[config.mk]
export PLATFORM = sky130hd
export DESIGN_NAME = rle_letter_count_decoder_core
export DESIGN_NICKNAME = d
export VERILOG_FILES = /design/src/rtl/rlcd_pkg.sv /design/src/rtl/rlcd_ctrl.sv /design/src/rtl/rlcd_datapath.sv /design/src/rtl/rle_letter_count_decoder_core.sv
export SDC_FILE = /design/constraint.sdc
export NUM_CORES = 1
export LEC_CHECK = 0
export BUFFER_PORTS_ARGS = -buffer_cell sky130_fd_sc_hd__clkbuf_2
export CORE_MARGIN = 3
export CORE_UTILIZATION = 40
export DETAILED_ROUTE_END_ITERATION = 7
export HOLD_SLACK_MARGIN = 0.1
export PLACE_DENSITY = 0.61
export SETUP_SLACK_MARGIN = 0.02
export SYNTH_ARGS = -nofsm -noshare
export SYNTH_HDL_FRONTEND = slang
export SYNTH_SLANG_ARGS = --single-unit
[constraint.sdc]
create_clock -name clk -period 3.8 [get_ports clk]
set_clock_uncertainty 0.1 [all_clocks]
set_input_delay 0.19 -clock clk [delete_from_list [all_inputs] [get_ports clk]]
set_output_delay 0.19 -clock clk [all_outputs]
set_load 0.05 [all_outputs]
[src/rtl/rlcd_pkg.sv]
// Package for the letter-count run-length decoder.
// Holds character codes, status codes and the controller/datapath types.
// No dependencies.
`default_nettype none

package rlcd_pkg;

    localparam logic [7:0] CHAR_ZERO     = 8'h30;
    localparam logic [7:0] CHAR_NINE     = 8'h39;
    localparam logic [7:0] RESET_SYMBOL  = 8'h20;
    localparam int         RADIX         = 10;

    typedef enum logic [1:0] {
        ST_OK   = 2'd0,
        ST_ERR  = 2'd1,
        ST_DONE = 2'd2
    } status_t;

    typedef enum logic [1:0] {
        PH_START = 2'd0,
        PH_SYM   = 2'd1,
        PH_COUNT = 2'd2,
        PH_ERR   = 2'd3
    } phase_t;

    typedef enum logic {
        CS_IDLE = 1'b0,
        CS_EMIT = 1'b1
    } ctrl_state_t;

    typedef struct packed {
        logic load;
        logic emit;
    } ctrl_cmd_t;

    typedef struct packed {
        logic out_full;
        logic emit_final;
    } dp_status_t;

endpackage

`default_nettype wire

[src/rtl/rlcd_ctrl.sv]
// Controller for the letter-count run-length decoder.
// Sequences accept and emit phases; depends on rlcd_pkg.
`default_nettype none

module rlcd_ctrl
    import rlcd_pkg::*;
(
    input  wire logic       clk,
    input  wire logic       rst_n,
    input  wire logic       in_valid,
    output logic            in_stall,
    input  wire logic       res_stall,
    input  wire dp_status_t sts,
    output ctrl_cmd_t       cmd
);

    ctrl_state_t state_reg;
    ctrl_state_t state_next;
    logic        slot_free;

    assign slot_free = !sts.out_full || !res_stall;

    always_ff @(posedge clk or negedge rst_n)
    begin
        if (!rst_n)
        begin
            state_reg <= CS_IDLE;
        end
        else
        begin
            state_reg <= state_next;
        end
    end

    always_comb
    begin
        state_next = state_reg;
        case (state_reg)
            CS_IDLE:
            begin
                if (in_valid)
                begin
                    state_next = CS_EMIT;
                end
            end
            CS_EMIT:
            begin
                if (slot_free && sts.emit_final)
                begin
                    state_next = CS_IDLE;
                end
            end
            default:
            begin
                state_next = CS_IDLE;
            end
        endcase
    end

    always_comb
    begin
        in_stall = 1'b1;
        cmd      = '0;
        case (state_reg)
            CS_IDLE:
            begin
                in_stall = 1'b0;
                cmd.load = in_valid;
            end
            CS_EMIT:
            begin
                cmd.emit = slot_free;
            end
            default:
            begin
                in_stall = 1'b1;
            end
        endcase
    end

    // a transfer always leads into the emit phase
    assert property (@(posedge clk) disable iff (!rst_n)
        (in_valid && !in_stall) |=> (state_reg == CS_EMIT))
        else $error("accepted item did not start emission");

    // never load and emit together
    assert property (@(posedge clk) disable iff (!rst_n)
        !(cmd.load && cmd.emit))
        else $error("load and emit in the same cycle");

    // emit only into a free output slot
    assert property (@(posedge clk) disable iff (!rst_n)
        cmd.emit |-> (!sts.out_full || !res_stall))
        else $error("emit into a held output register");

endmodule

`default_nettype wire

[src/rtl/rlcd_datapath.sv]
// Datapath for the letter-count run-length decoder: decode state, run
// counters and output register. Depends on rlcd_pkg.
`default_nettype none

module rlcd_datapath
    import rlcd_pkg::*;
#(
    parameter int MAX_RUN = 63
)
(
    input  wire logic       clk,
    input  wire logic       rst_n,
    input  wire ctrl_cmd_t  cmd,
    output dp_status_t      sts,
    input  wire logic [7:0] in_byte,
    input  wire logic       in_last,
    input  wire logic       res_stall,
    output logic            res_valid,
    output logic [7:0]      out_byte,
    output logic            out_valid,
    output logic [1:0]      status,
    output logic            out_last
);

    localparam int CW = (MAX_RUN < 2) ? 1 : $clog2(MAX_RUN + 1);
    localparam int PW = CW + 4;

    // decoder state
    phase_t          phase_reg;
    phase_t          phase_next;
    logic [7:0]      held_reg;
    logic [7:0]      held_next;
    logic [CW-1:0]   run_count_reg;
    logic [CW-1:0]   run_count_next;

    // pending runs from the last accepted byte
    logic [7:0]      sym_a_reg;
    logic [7:0]      sym_b_reg;
    logic [CW-1:0]   cnt_a_reg;
    logic [CW-1:0]   cnt_b_reg;
    logic [CW-1:0]   cnt_a_next;
    logic [CW-1:0]   cnt_b_next;
    status_t         stat_hold_reg;

    // output register
    logic            res_valid_reg;
    logic [7:0]      out_byte_reg;
    logic            out_valid_reg;
    logic [1:0]      status_reg;
    logic            out_last_reg;

    // byte decode
    logic            is_digit;
    logic [3:0]      dval;
    logic [PW-1:0]   acc;
    logic [7:0]      sym_a_new;
    logic [CW-1:0]   cnt_a_new;
    logic [CW-1:0]   cnt_b_new;
    status_t         stat_new;
    phase_t          ph_mid;
    logic [7:0]      held_mid;
    logic [CW-1:0]   rc_mid;
    logic            fin;

    assign is_digit = (in_byte >= CHAR_ZERO) && (in_byte <= CHAR_NINE);
    assign dval     = is_digit ? 4'(in_byte - CHAR_ZERO) : 4'd0;
    assign acc      = PW'(run_count_reg) * PW'(RADIX) + PW'(dval);

    always_comb
    begin
        ph_mid    = phase_reg;
        held_mid  = held_reg;
        rc_mid    = run_count_reg;
        sym_a_new = held_reg;
        cnt_a_new = '0;
        case (phase_reg)
            PH_START:
            begin
                if (is_digit)
                begin
                    ph_mid = PH_ERR;
                end
                else
                begin
                    ph_mid   = PH_SYM;
                    held_mid = in_byte;
                end
            end
            PH_SYM:
            begin
                if (is_digit)
                begin
                    if (PW'(dval) > PW'(MAX_RUN))
                    begin
                        ph_mid = PH_ERR;
                    end
                    else
                    begin
                        ph_mid = PH_COUNT;
                        rc_mid = CW'(dval);
                    end
                end
                else if (in_byte == held_reg)
                begin
                    ph_mid = PH_ERR;
                end
                else
                begin
                    cnt_a_new = CW'(1);
                    held_mid  = in_byte;
                end
            end
            PH_COUNT:
            begin
                if (is_digit)
                begin
                    if (acc > PW'(MAX_RUN))
                    begin
                        ph_mid = PH_ERR;
                    end
                    else
                    begin
                        rc_mid = CW'(acc);
                    end
                end
                else
                begin
                    cnt_a_new = run_count_reg;
                    rc_mid    = '0;
                    ph_mid    = PH_SYM;
                    held_mid  = in_byte;
                end
            end
            default:
            begin
                ph_mid = PH_ERR;
            end
        endcase
    end

    // message end: flush the held run, then return to start
    always_comb
    begin
        phase_next     = ph_mid;
        held_next      = held_mid;
        run_count_next = rc_mid;
        cnt_b_new      = '0;
        stat_new       = ST_OK;
        if (in_last)
        begin
            phase_next     = PH_START;
            held_next      = RESET_SYMBOL;
            run_count_next = '0;
            case (ph_mid)
                PH_SYM:
                begin
                    cnt_b_new = CW'(1);
                    stat_new  = ST_DONE;
                end
                PH_COUNT:
                begin
                    cnt_b_new = rc_mid;
                    stat_new  = ST_DONE;
                end
                default:
                begin
                    stat_new = ST_ERR;
                end
            endcase
        end
        else if (ph_mid == PH_ERR)
        begin
            stat_new = ST_ERR;
        end
    end

    // this emission is the item's final result
    assign fin = ((cnt_a_reg == '0) && (cnt_b_reg <= CW'(1)))
              || ((cnt_a_reg == CW'(1)) && (cnt_b_reg == '0));

    always_comb
    begin
        cnt_a_next = cnt_a_reg;
        cnt_b_next = cnt_b_reg;
        if (cmd.load)
        begin
            cnt_a_next = cnt_a_new;
            cnt_b_next = cnt_b_new;
        end
        else if (cmd.emit)
        begin
            if (cnt_a_reg != '0)
            begin
                cnt_a_next = cnt_a_reg - CW'(1);
            end
            else if (cnt_b_reg != '0)
            begin
                cnt_b_next = cnt_b_reg - CW'(1);
            end
        end
    end

    always_ff @(posedge clk or negedge rst_n)
    begin
        if (!rst_n)
        begin
            phase_reg     <= PH_START;
            held_reg      <= RESET_SYMBOL;
            run_count_reg <= '0;
            cnt_a_reg     <= '0;
            cnt_b_reg     <= '0;
            res_valid_reg <= 1'b0;
        end
        else
        begin
            cnt_a_reg <= cnt_a_next;
            cnt_b_reg <= cnt_b_next;
            if (cmd.load)
            begin
                phase_reg     <= phase_next;
                held_reg      <= held_next;
                run_count_reg <= run_count_next;
            end
            if (cmd.emit)
            begin
                res_valid_reg <= 1'b1;
            end
            else if (!res_stall)
            begin
                res_valid_reg <= 1'b0;
            end
        end
    end

    always_ff @(posedge clk)
    begin
        if (cmd.load)
        begin
            sym_a_reg     <= sym_a_new;
            sym_b_reg     <= held_mid;
            stat_hold_reg <= stat_new;
        end
        if (cmd.emit)
        begin
            out_last_reg <= fin;
            status_reg   <= fin ? stat_hold_reg : ST_OK;
            if (cnt_a_reg != '0)
            begin
                out_byte_reg  <= sym_a_reg;
                out_valid_reg <= 1'b1;
            end
            else if (cnt_b_reg != '0)
            begin
                out_byte_reg  <= sym_b_reg;
                out_valid_reg <= 1'b1;
            end
            else
            begin
                out_byte_reg  <= 8'h00;
                out_valid_reg <= 1'b0;
            end
        end
    end

    assign sts.out_full   = res_valid_reg;
    assign sts.emit_final = fin;

    assign res_valid = res_valid_reg;
    assign out_byte  = out_byte_reg;
    assign out_valid = out_valid_reg;
    assign status    = status_reg;
    assign out_last  = out_last_reg;

    // runs drain fully before the next byte is taken
    assert property (@(posedge clk) disable iff (!rst_n)
        cmd.load |-> ((cnt_a_reg == '0) && (cnt_b_reg == '0)))
        else $error("load while runs still pending");

    assert property (@(posedge clk) disable iff (!rst_n)
        (CW'(run_count_reg) <= CW'(MAX_RUN)) && (cnt_a_reg <= CW'(MAX_RUN))
        && (cnt_b_reg <= CW'(MAX_RUN)))
        else $error("count above limit");

    assert property (@(posedge clk) disable iff (!rst_n)
        cmd.emit |=> res_valid_reg)
        else $error("emit did not fill output register");

endmodule

`default_nettype wire

[src/rtl/rle_letter_count_decoder_core.sv]
// Top level of the letter-count run-length decoder.
// Instantiates rlcd_ctrl and rlcd_datapath; depends on rlcd_pkg.
//
// Decodes text such as "a3bc12" one byte per transfer: a non-digit byte is a
// symbol and an optional decimal count that follows repeats it (no count
// means one copy). Each input transfer produces one or more result
// transfers, one per cycle unless res_stall holds the output register, the
// final one flagged by out_last and carrying the status (error, or done on a
// clean message end); a byte that decodes to nothing yields a single result
// with out_valid low. An item causes n results (n at least one, at most
// MAX_RUN + 1) and in_stall holds off the next item until the last is out,
// paced by the single output register that emits one decoded byte per cycle
// while res_stall does not hold it. Counts above MAX_RUN put the message in
// error until in_last, after which the decoder returns to its start state.
`default_nettype none

module rle_letter_count_decoder_core
    import rlcd_pkg::*;
#(
    parameter int MAX_RUN = 63
)
(
    input  wire logic       clk,
    input  wire logic       rst_n,
    input  wire logic       in_valid,
    output logic            in_stall,
    input  wire logic [7:0] in_byte,
    input  wire logic       in_last,
    output logic            res_valid,
    input  wire logic       res_stall,
    output logic [7:0]      out_byte,
    output logic            out_valid,
    output logic [1:0]      status,
    output logic            out_last
);

    ctrl_cmd_t  cmd;
    dp_status_t sts;

    rlcd_ctrl u_ctrl (
        .clk       (clk),
        .rst_n     (rst_n),
        .in_valid  (in_valid),
        .in_stall  (in_stall),
        .res_stall (res_stall),
        .sts       (sts),
        .cmd       (cmd)
    );

    rlcd_datapath #(
        .MAX_RUN (MAX_RUN)
    ) u_datapath (
        .clk       (clk),
        .rst_n     (rst_n),
        .cmd       (cmd),
        .sts       (sts),
        .in_byte   (in_byte),
        .in_last   (in_last),
        .res_stall (res_stall),
        .res_valid (res_valid),
        .out_byte  (out_byte),
        .out_valid (out_valid),
        .status    (status),
        .out_last  (out_last)
    );

endmodule

`default_nettype wire
# After elaboration in Yosys (flattened, before gate mapping)

Cells that the tools add are included.

Add/subtract/negate cells: 4
$mul: 1
Order comparisons: 4
Equality and inequality tests: 9
Multiplexer cells: 45
Bitwise gates (word level): 1
Reductions and logical operators: 20

Operator list:

| cell                                                            | count |
|---|---|
| 2-to-1 mux 6 bit                                                | 14 |
| 2-to-1 mux 8 bit                                                | 6 |
| one-hot mux 6 bit (2 select lines)                              | 3 |
| 2-to-1 mux 2 bit                                                | 8 |
| one-hot mux 8 bit (2 select lines)                              | 1 |
| zero test 6 bit                                                 | 2 |
| nonzero test 6 bit                                              | 2 |
| subtractor 6 x 1 -> 6 bit (second input constant)               | 2 |
| adder 10 x 4 -> 10 bit                                          | 1 |
| greater-than comparator 10 x 6 -> 1 bit (second input constant) | 1 |
| 2-to-1 mux 1 bit                                                | 10 |
| multiplier 6 x 3 -> 9 bit (second input constant)               | 1 |
| equality test 8 bit                                             | 1 |
| >= comparator 8 x 6 -> 1 bit (second input constant)            | 1 |
| less-or-equal comparator 8 x 6 -> 1 bit (second input constant) | 1 |
| equality test 2 bit (second input constant)                     | 3 |
| equality test 6 x 1 -> 1 bit (second input constant)            | 1 |
| less-or-equal comparator 6 x 1 -> 1 bit (second input constant) | 1 |
| one-hot mux 2 bit (3 select lines)                              | 1 |
| nonzero test 2 bit                                              | 3 |
| equality test 2 x 1 -> 1 bit (second input constant)            | 2 |
| logical AND 1 bit                                               | 4 |
| 2-to-1 mux 4 bit                                                | 1 |
| OR reduction 2 bit                                              | 2 |
| 10 further kinds                                                | 12 |

Register bits: 60
Input bits: 13
Output and inout bits: 14
Word-level logic and storage cells: 98

# Longest topological paths before layout

Gate-level depths: netlist (run 1).

Depth after elaboration: 12
Mapped depth: 18
Depth with buffers taken out: 17

# Cells and area by module

Synthesis (run 1) repeated with hierarchy kept, for this count alone.

Cell total of the unflattened synthesis: 358
Area, all modules: 3794.9 um^2

By module, submodules not included:

| module        | instances | cells an instance | area an instance (um^2) | seq. area each (um^2) |
|---|---|---|---|---|
| rlcd_datapath | 1         | 352               | 3742.3                  | 1627.8 |
| rlcd_ctrl     | 1         | 6                 | 52.6                    | 25.0 |

# Worst setup path before layout (run 1)

OpenSTA, ideal clock, no wires.

Path type: reg2reg
Start: register u_datapath.run_count_reg[3]
End: register u_datapath.cnt_b_reg[4]
Setup time: 0.120 ns
Arrival: 3.774 ns
Required time: 3.580 ns
Path slack: -0.194 ns
Stages on the path, launching flop included: 18
Path buffers: 1
Clock period less this slack: 3.994 ns
Cells stage by stage: dfrtp_1 -> ha_1 -> ha_1 -> inv_1 -> fa_1 -> nand3b_1 -> nand2b_1 -> a221oi_2 -> or3_1 -> buf_2 -> nor2_1 -> o21ai_0 -> ha_1 -> and2_1 -> nand3_1 -> nor2_1 -> a32o_1 -> a31o_1

Word-level cells in the longest chain between the ends: 10
Elaborated cells between the ends (all ways): 14
Classes of those cells: 1 x add/sub; 1 x mul; 1 x order compare; 2 x eq/ne; 9 x mux

Ends and longest elaborated chain:

| element                                                                    | RTL line             | source |
|---|---|---|
| start: declaration                                                         | rlcd_datapath.sv:33  | `logic [CW-1:0] run_count_reg;` |
| start signal: assignment                                                   | rlcd_datapath.sv:222 | `run_count_reg <= run_count_next;` |
| multiplier 6 x 3 -> 9 bit (*)                                              | rlcd_datapath.sv:67  | `assign acc = PW'(run_count_reg) * PW'(RADIX) + PW'(dval);` |
| adder 10 x 4 -> 10 bit (*)                                                 | rlcd_datapath.sv:67  |  |
| greater-than comparator 10 x 6 -> 1 bit                                    | rlcd_datapath.sv:117 | `if (acc > PW'(MAX_RUN))` |
| 2-to-1 mux 2 bit                                                           | rlcd_datapath.sv:117 |  |
| 2-to-1 mux 2 bit                                                           | rlcd_datapath.sv:115 | `if (is_digit)` |
| one-hot mux 2 bit (3 select lines)                                         | rlcd_datapath.sv:76  | `case (phase_reg)` |
| equality test 2 bit / equality test 2 x 1 -> 1 bit (equally long branches) | rlcd_datapath.sv:154 | `case (ph_mid)` |
| one-hot mux 6 bit (2 select lines) (*)                                     | rlcd_datapath.sv:154 |  |
| 2-to-1 mux 6 bit (*)                                                       | rlcd_datapath.sv:149 | `if (in_last)` |
| 2-to-1 mux 6 bit (*)                                                       | rlcd_datapath.sv:185 | `if (cmd.load)` |
| end signal: assignment                                                     | rlcd_datapath.sv:217 | `cnt_b_reg <= cnt_b_next;` |
| end: declaration                                                           | rlcd_datapath.sv:40  | `logic [CW-1:0] cnt_b_reg;` |

Mark *: on every way between the ends. The rest lies on a longest branch, timed or not.
A chain may end at the register's enable or synchronous reset.

# Final worst setup path (run 1)

Same ends and word-level chain as after synthesis.

==> metrics, run 1 <==
Cells after Synth=~370; critical path class=reg2reg; routed vias=around 3100; placed cells=between 500 and 600; max_cap viols=0; site row count=35; fin crit share=0.956; core area=about 9300 um^2; Design Area, Final=between 4000 and 5000 um^2; Setup crit end kind=register; via/cell ratio=around 5.6; total die area=about 11000 um^2; Hold Crit Start=in_byte[5]; CP max FO=3; final setup TNS=0 ps; Synth area leader=edfxtp_1; Max Clk Rate=~280 MHz; Area Growth Syn to Fin=20.9%; pre-CTS setup slack=approximately 33 ps; grt total ovfl=0; IO Count=27; yosys warns=0; Num CTS Buffers=9; Reg-to-Reg Start=u_datapath.run_count_reg[3]; Mapped Area=between 3000 and 4000 um^2; busiest layer in global routing=met2; ys async rst share=0.500; adder-cell share of the synthesized area=0.0855; Non-Filler Instances=559; slack of the critical path=approximately 170 ps; routed wire length=9400 um; Avg WL per Cell=about 17 um; met3 Use GR=0.0360; reg2reg setup slack=170 ps; Clock Latency Late Sink=340 ps; post-route minimum period=3630 ps; number of global-route vias before repair=between 2000 and 3000; CTS tree=done; Comb power frac=0.530; Sink Count=60; Synth Area in Compound Gates=0.235; Worst Max-Slew Pin Slew=893 ps; Util after Layout=0.499; RSZ-0062 raised after global routing=false; drt first pass iters=5; register bit total from synthesis=60; gpl congestion=slightly below 0.9; Critical Path Source Type=register; Clk network pwr share=0.176; initial cell density of the core=0.413; # DRC=0; Antenna Nets Post-Route=0; hpwl dp=~7000 um; Worst-path clk slew=about 70 ps; Synth top area share=0.235; syn nets=406; Netlist cell types=74; HP Class=in2reg; Reg power frac=0.294; DRT iter0 DRCs=306; Final Power=3.59 mW; status=complete, no violations; nets=463; antenna violations before repair=0; met2 GRT Util=0.275; Leakage=1.94 nW; Max VDD drop=~0.4 mV; GR Util met1=0.259; final hold vios=0; filler instances=around 880; Worst Path Required=just under 4000 ps; Syn Area/Cell=between 10 and 15 um^2; largest buffer count on any clock path=2; Die X=between 100 and 150 um; EDFF count, synth=30; Sw Ratio=0.427; relative slew slack=0.405; Top FF cell, synth=edfxtp_1; gr usage total=0.180; arrival time worst endpoint=approximately 3800 ps; xor/xnor cell area share of the yosys netlist=0.0366; layout cells sized above 1=0.253; placed cell areas=about 4300 um^2; Synth Area in Simple Gates=0.146; post-synthesis mux area share=0.0225; die span in y=about 100 um; most frequent cells in the layout=edfxtp_1 (30), buf_4 (29), dfrtp_1 (29), a21oi_1 (28), clkbuf_2 (26); capture point of the worst reg-to-reg path=u_datapath.cnt_b_reg[4]; reg2reg path depth=16; pwr/cell area=about 780 nW/um^2; commonest non-fill, non-tap cell in the layout=edfxtp_1; sequential share of the synthesized area=0.431; first-pass GRT wire length=around 16000 um; PortBufs=26; WHS Path Cells=2; combinational family with the most area after synthesis=compound AO/OA/AOI/OAI gates; antenna cell count=0; clock root cell=clkbuf_8; pins over their slew limit=0; Int Pwr=2.06 mW; H-tree Lvls=3; Net Sw Power=1.53 mW; final setup violation count=0; top cells by area, synth=edfxtp_1 (24%), dfrtp_1 (19%), ha_1 (7.5%), a21oi_1 (3.7%), a22o_1 (3.2%); hold endpoint=u_datapath.sym_b_reg[5]; Hold Slack=roughly 120 ps; largest net degree at the start of global routing=31
[worst max-delay path, cell delays in order, from the launching register on]
cell,delay (ps)
dfrtp_1,390
ha_1,280
ha_2,180
inv_2,40
fa_1,440
nand3b_1,240
nand2b_4,190
a221oi_4,310
or3_4,200
nor2_4,40
o21ai_2,170
ha_4,230
and2_4,170
nand3_4,50
nor2_1,40
a32o_2,270
a31o_1,180
[synthesized netlist by cell type (2+ instances only)]
library cell and number:
a211oi_1 3, a21boi_0 2, a21o_1 9, a21oi_1 28, a21oi_2 2, a22o_1 14, a22oi_1 2, a2bb2oi_1 2
a31o_2 2, a31oi_1 7, a32o_1 6, and2_1 6, and3_1 5, buf_2 2, clkbuf_1 10, dfrtp_1 29
edfxtp_1 30, fa_1 2, ha_1 23, inv_1 21, inv_2 2, mux2i_1 6, nand2_1 22, nand2_2 2
nand2b_1 2, nand3_1 6, nand3b_1 2, nand4_1 3, nor2_1 15, nor2b_1 4, nor3_1 10, nor4_2 3
o21a_1 4, o21ai_0 18, o21ai_1 3, o221ai_1 3, o22ai_1 4, o31ai_1 3, or3_1 2, xnor2_1 5
xor2_1 11
[worst max path at each step]
stage	from	depth (start not counted)	to	slack [ps]
global placement	u_datapath.run_count_reg[3]	16	u_datapath.cnt_b_reg[4]	80
finish	u_datapath.run_count_reg[3]	16	u_datapath.cnt_b_reg[4]	170
CTS	u_datapath.run_count_reg[3]	16	u_datapath.cnt_b_reg[4]	40
global route	u_datapath.run_count_reg[3]	16	u_datapath.cnt_b_reg[4]	3
floorplan	u_datapath.run_count_reg[3]	17	u_datapath.cnt_b_reg[4]	-30
detailed placement	u_datapath.run_count_reg[3]	16	u_datapath.cnt_b_reg[4]	30
[cell type report]
class	instances	area [um^2]	share of cell area
Multi-Input combinational cell	270	2110	0.455
Sequential cell	60	1650	0.357
Timing Repair Buffer	61	408	0.0880
Tap cell	129	161	0.0348
Clock buffer	10	128	0.0275
Clock inverter	6	87.6	0.0189
Inverter	23	86.3	0.0186
[layer usage]
layer / vias up / part of all wire
met5: - / 0
met4: 0 / 0.011
met3: 8 / 0.064
met2: 102 / 0.45
met1: 1505 / 0.48
li1: 1500 / -
[power by group through the flow]
stage / Sequential, mW / Combinational (mW) / Clock, mW
after floorplan: 1.12 / 1.24 / 0
final: 1.06 / 1.90 / 0.633
after global routing: 1.08 / 2.09 / 0.671
after detailed placement: 1.07 / 1.81 / 0
after global placement: 1.05 / 1.79 / 0
after CTS: 1.05 / 1.83 / 0.641
[cell families (layout without fill, tap and decap cells)]
kind of cell,after synthesis,count (layout)
compound gates,126,126
xor+xnor,16,16
fa+ha+maj,25,25
buf+inv,38,100
flops,60,60
mux,8,8
simple gates,95,95
[what timing repair did]
| item | CTS | global route |
|---|---|---|
| setup endpoints to repair | 3 | 5 |
| gates resized for setup | 1 | 5 |
| pin swaps | 0 | 10 |
| hold buffers | 6 | 0 |
| setup buffers | 0 | 2 |
| hold endpoints to repair | 36 | 0 |
No activity file was read; power rests on OpenSTA's default activity.
==> inputs of run 2 (changes only) <==
CELL_PAD_IN_SITES_DETAIL_PLACEMENT = 1   (was not set)
CELL_PAD_IN_SITES_GLOBAL_PLACEMENT = 2   (was not set)
PLACE_DENSITY = 0.82   (was 0.61)
clock period = 3.7 ns   (was 3.8 ns; I/O delays follow)
==> run 2 against run 1 <==
  * Utilization is 0.42 points higher
  * Flip-flop and latch count unchanged
  * Critical path depth is the same
  * Routed wire length grew 17%
  * Design area up 0.84%
  * Register-to-register slack got worse by 140 ps
  * Cell count increased by 1.1%
  * Die area unchanged
==> metrics, run 2 (synthesis results as in run 1) <==
status=complete, no violations; # DRC=0; IO Count=27; largest buffer count on any clock path=2; Setup crit end kind=register; Antenna Nets Post-Route=0; core area=a little over 9000 um^2; layout cells sized above 1=0.284; most frequent cells in the layout=buf_4 (37), edfxtp_1 (30), dfrtp_1 (29), a21oi_1 (28), clkbuf_2 (26); CP max FO=4; Non-Filler Instances=about 570; Design Area, Final=4670 um^2; Final Power=~3.7 mW; grt total ovfl=0; first-pass GRT wire length=approximately 18000 um; Leakage=slightly below 2 nW; PortBufs=26; clock root cell=clkbuf_8; DRT iter0 DRCs=150; Hold Slack=about 120 ps; largest net degree at the start of global routing=31; gr usage total=0.211; placed cells=~540; final setup violation count=0; pwr/cell area=about 800 nW/um^2; Sequential Area=~1700 um^2; antenna cell count=0; RSZ-0062 raised after global routing=true; site row count=35; nets=469; Sink Count=60; Max Clk Rate=about 270 MHz; via/cell ratio=approximately 5.7; HP Class=in2reg; gpl congestion=0.845; max_cap viols=0; hpwl dp=~8000 um; CTS tree=done; final hold vios=0; routed wire length=11000 um; relative slew slack=0.423; placed cell areas=~4400 um^2; number of global-route vias before repair=~3400; critical path class=reg2reg; Num CTS Buffers=9; Worst Path Required=approximately 3800 ps; drt first pass iters=5; total die area=10800 um^2; die span in y=just over 100 um; Area Growth Syn to Fin=21.9%; commonest non-fill, non-tap cell in the layout=buf_4; pins over their slew limit=0; Avg WL per Cell=a little under 20 um; antenna violations before repair=0; area of the multi-input gates=2150 um^2; arrival time worst endpoint=roughly 3800 ps; Clock Latency Late Sink=350 ps; H-tree Lvls=3; Critical Path Source Type=register; Max VDD drop=0.566 mV; Worst-path clk slew=roughly 80 ps; Die X=roughly 100 um; initial cell density of the core=0.413; pre-CTS setup slack=-112 ps; routed vias=~3200; post-route minimum period=~3700 ps; Worst Max-Slew Pin Slew=around 870 ps; filler instances=1043; slack of the critical path=~26 ps; fin crit share=0.993
## run 2: power by group
group | internal, mW | leakage, nW | switching (mW)
clock network | 0.245 | 0.0856 | 0.298
logic | 0.915 | 1.21 | 1.20
registers | 0.908 | 0.649 | 0.183
## run 2: path summary, 6_finish.rpt
check                                       startpoint                      end  slack [ps]  cells after the start
max reg2reg                u_datapath.run_count_reg[1]  u_datapath.cnt_b_reg[4]          30                     16
min                                         in_byte[6]   u_datapath.held_reg[6]         120                      3
min in group asynchronous                        rst_n  u_datapath.cnt_a_reg[4]         390                      2
min reg2reg                           u_ctrl.state_reg     u_datapath.res_valid         420                      1
max in group asynchronous                        rst_n  u_datapath.cnt_b_reg[0]        2570                      2
max                        u_datapath.run_count_reg[1]  u_datapath.cnt_b_reg[4]          30                     16
## run 2: critical path, cell delays in order, from the launching register on
cell and delay, ps:
dfrtp_1 420, ha_4 290, ha_4 130, inv_2 40, fa_1 450, nand3b_1 240
nand2b_4 190, a221oi_4 350, or3_4 210, nor2_4 50, o21ai_4 180, ha_4 230
and2_4 180, nand3_4 60, nor2_2 30, a32o_1 250, a31o_1 180
## run 2: what timing repair did
item,in CTS,in global routing
endpoints found under the setup margin,5,6
hold buffers,4,0
gates resized for setup,4,11
setup buffers,2,2
hold endpoints to repair,32,0
pin swaps,7,4
## run 2: through the flow
step,TNS [ps],util
floorplan,-251,-
global placement,-8.46,0.469
detailed placement,-312,0.469
CTS,0,0.497
global route,-272,0.503
finish,0,0.503
## run 2: cell type report
type | count | share of cell area
timing repair buffer | 67 | 0.0959
tap | 129 | 0.0345
sequential | 60 | 0.354
clock buffer | 9 | 0.0265
clock inverter | 7 | 0.0110
inverter | 23 | 0.0185
multi-input combinational | 270 | 0.460
## run 2: per-layer routing
layer,vias to the layer above,global-route usage,part of all wire
li1,1513,-,-
met1,1612,0.291,0.47
met2,68,0.336,0.47
met3,15,0.0385,0.038
met4,0,0.0684,0.017
met5,-,0,0
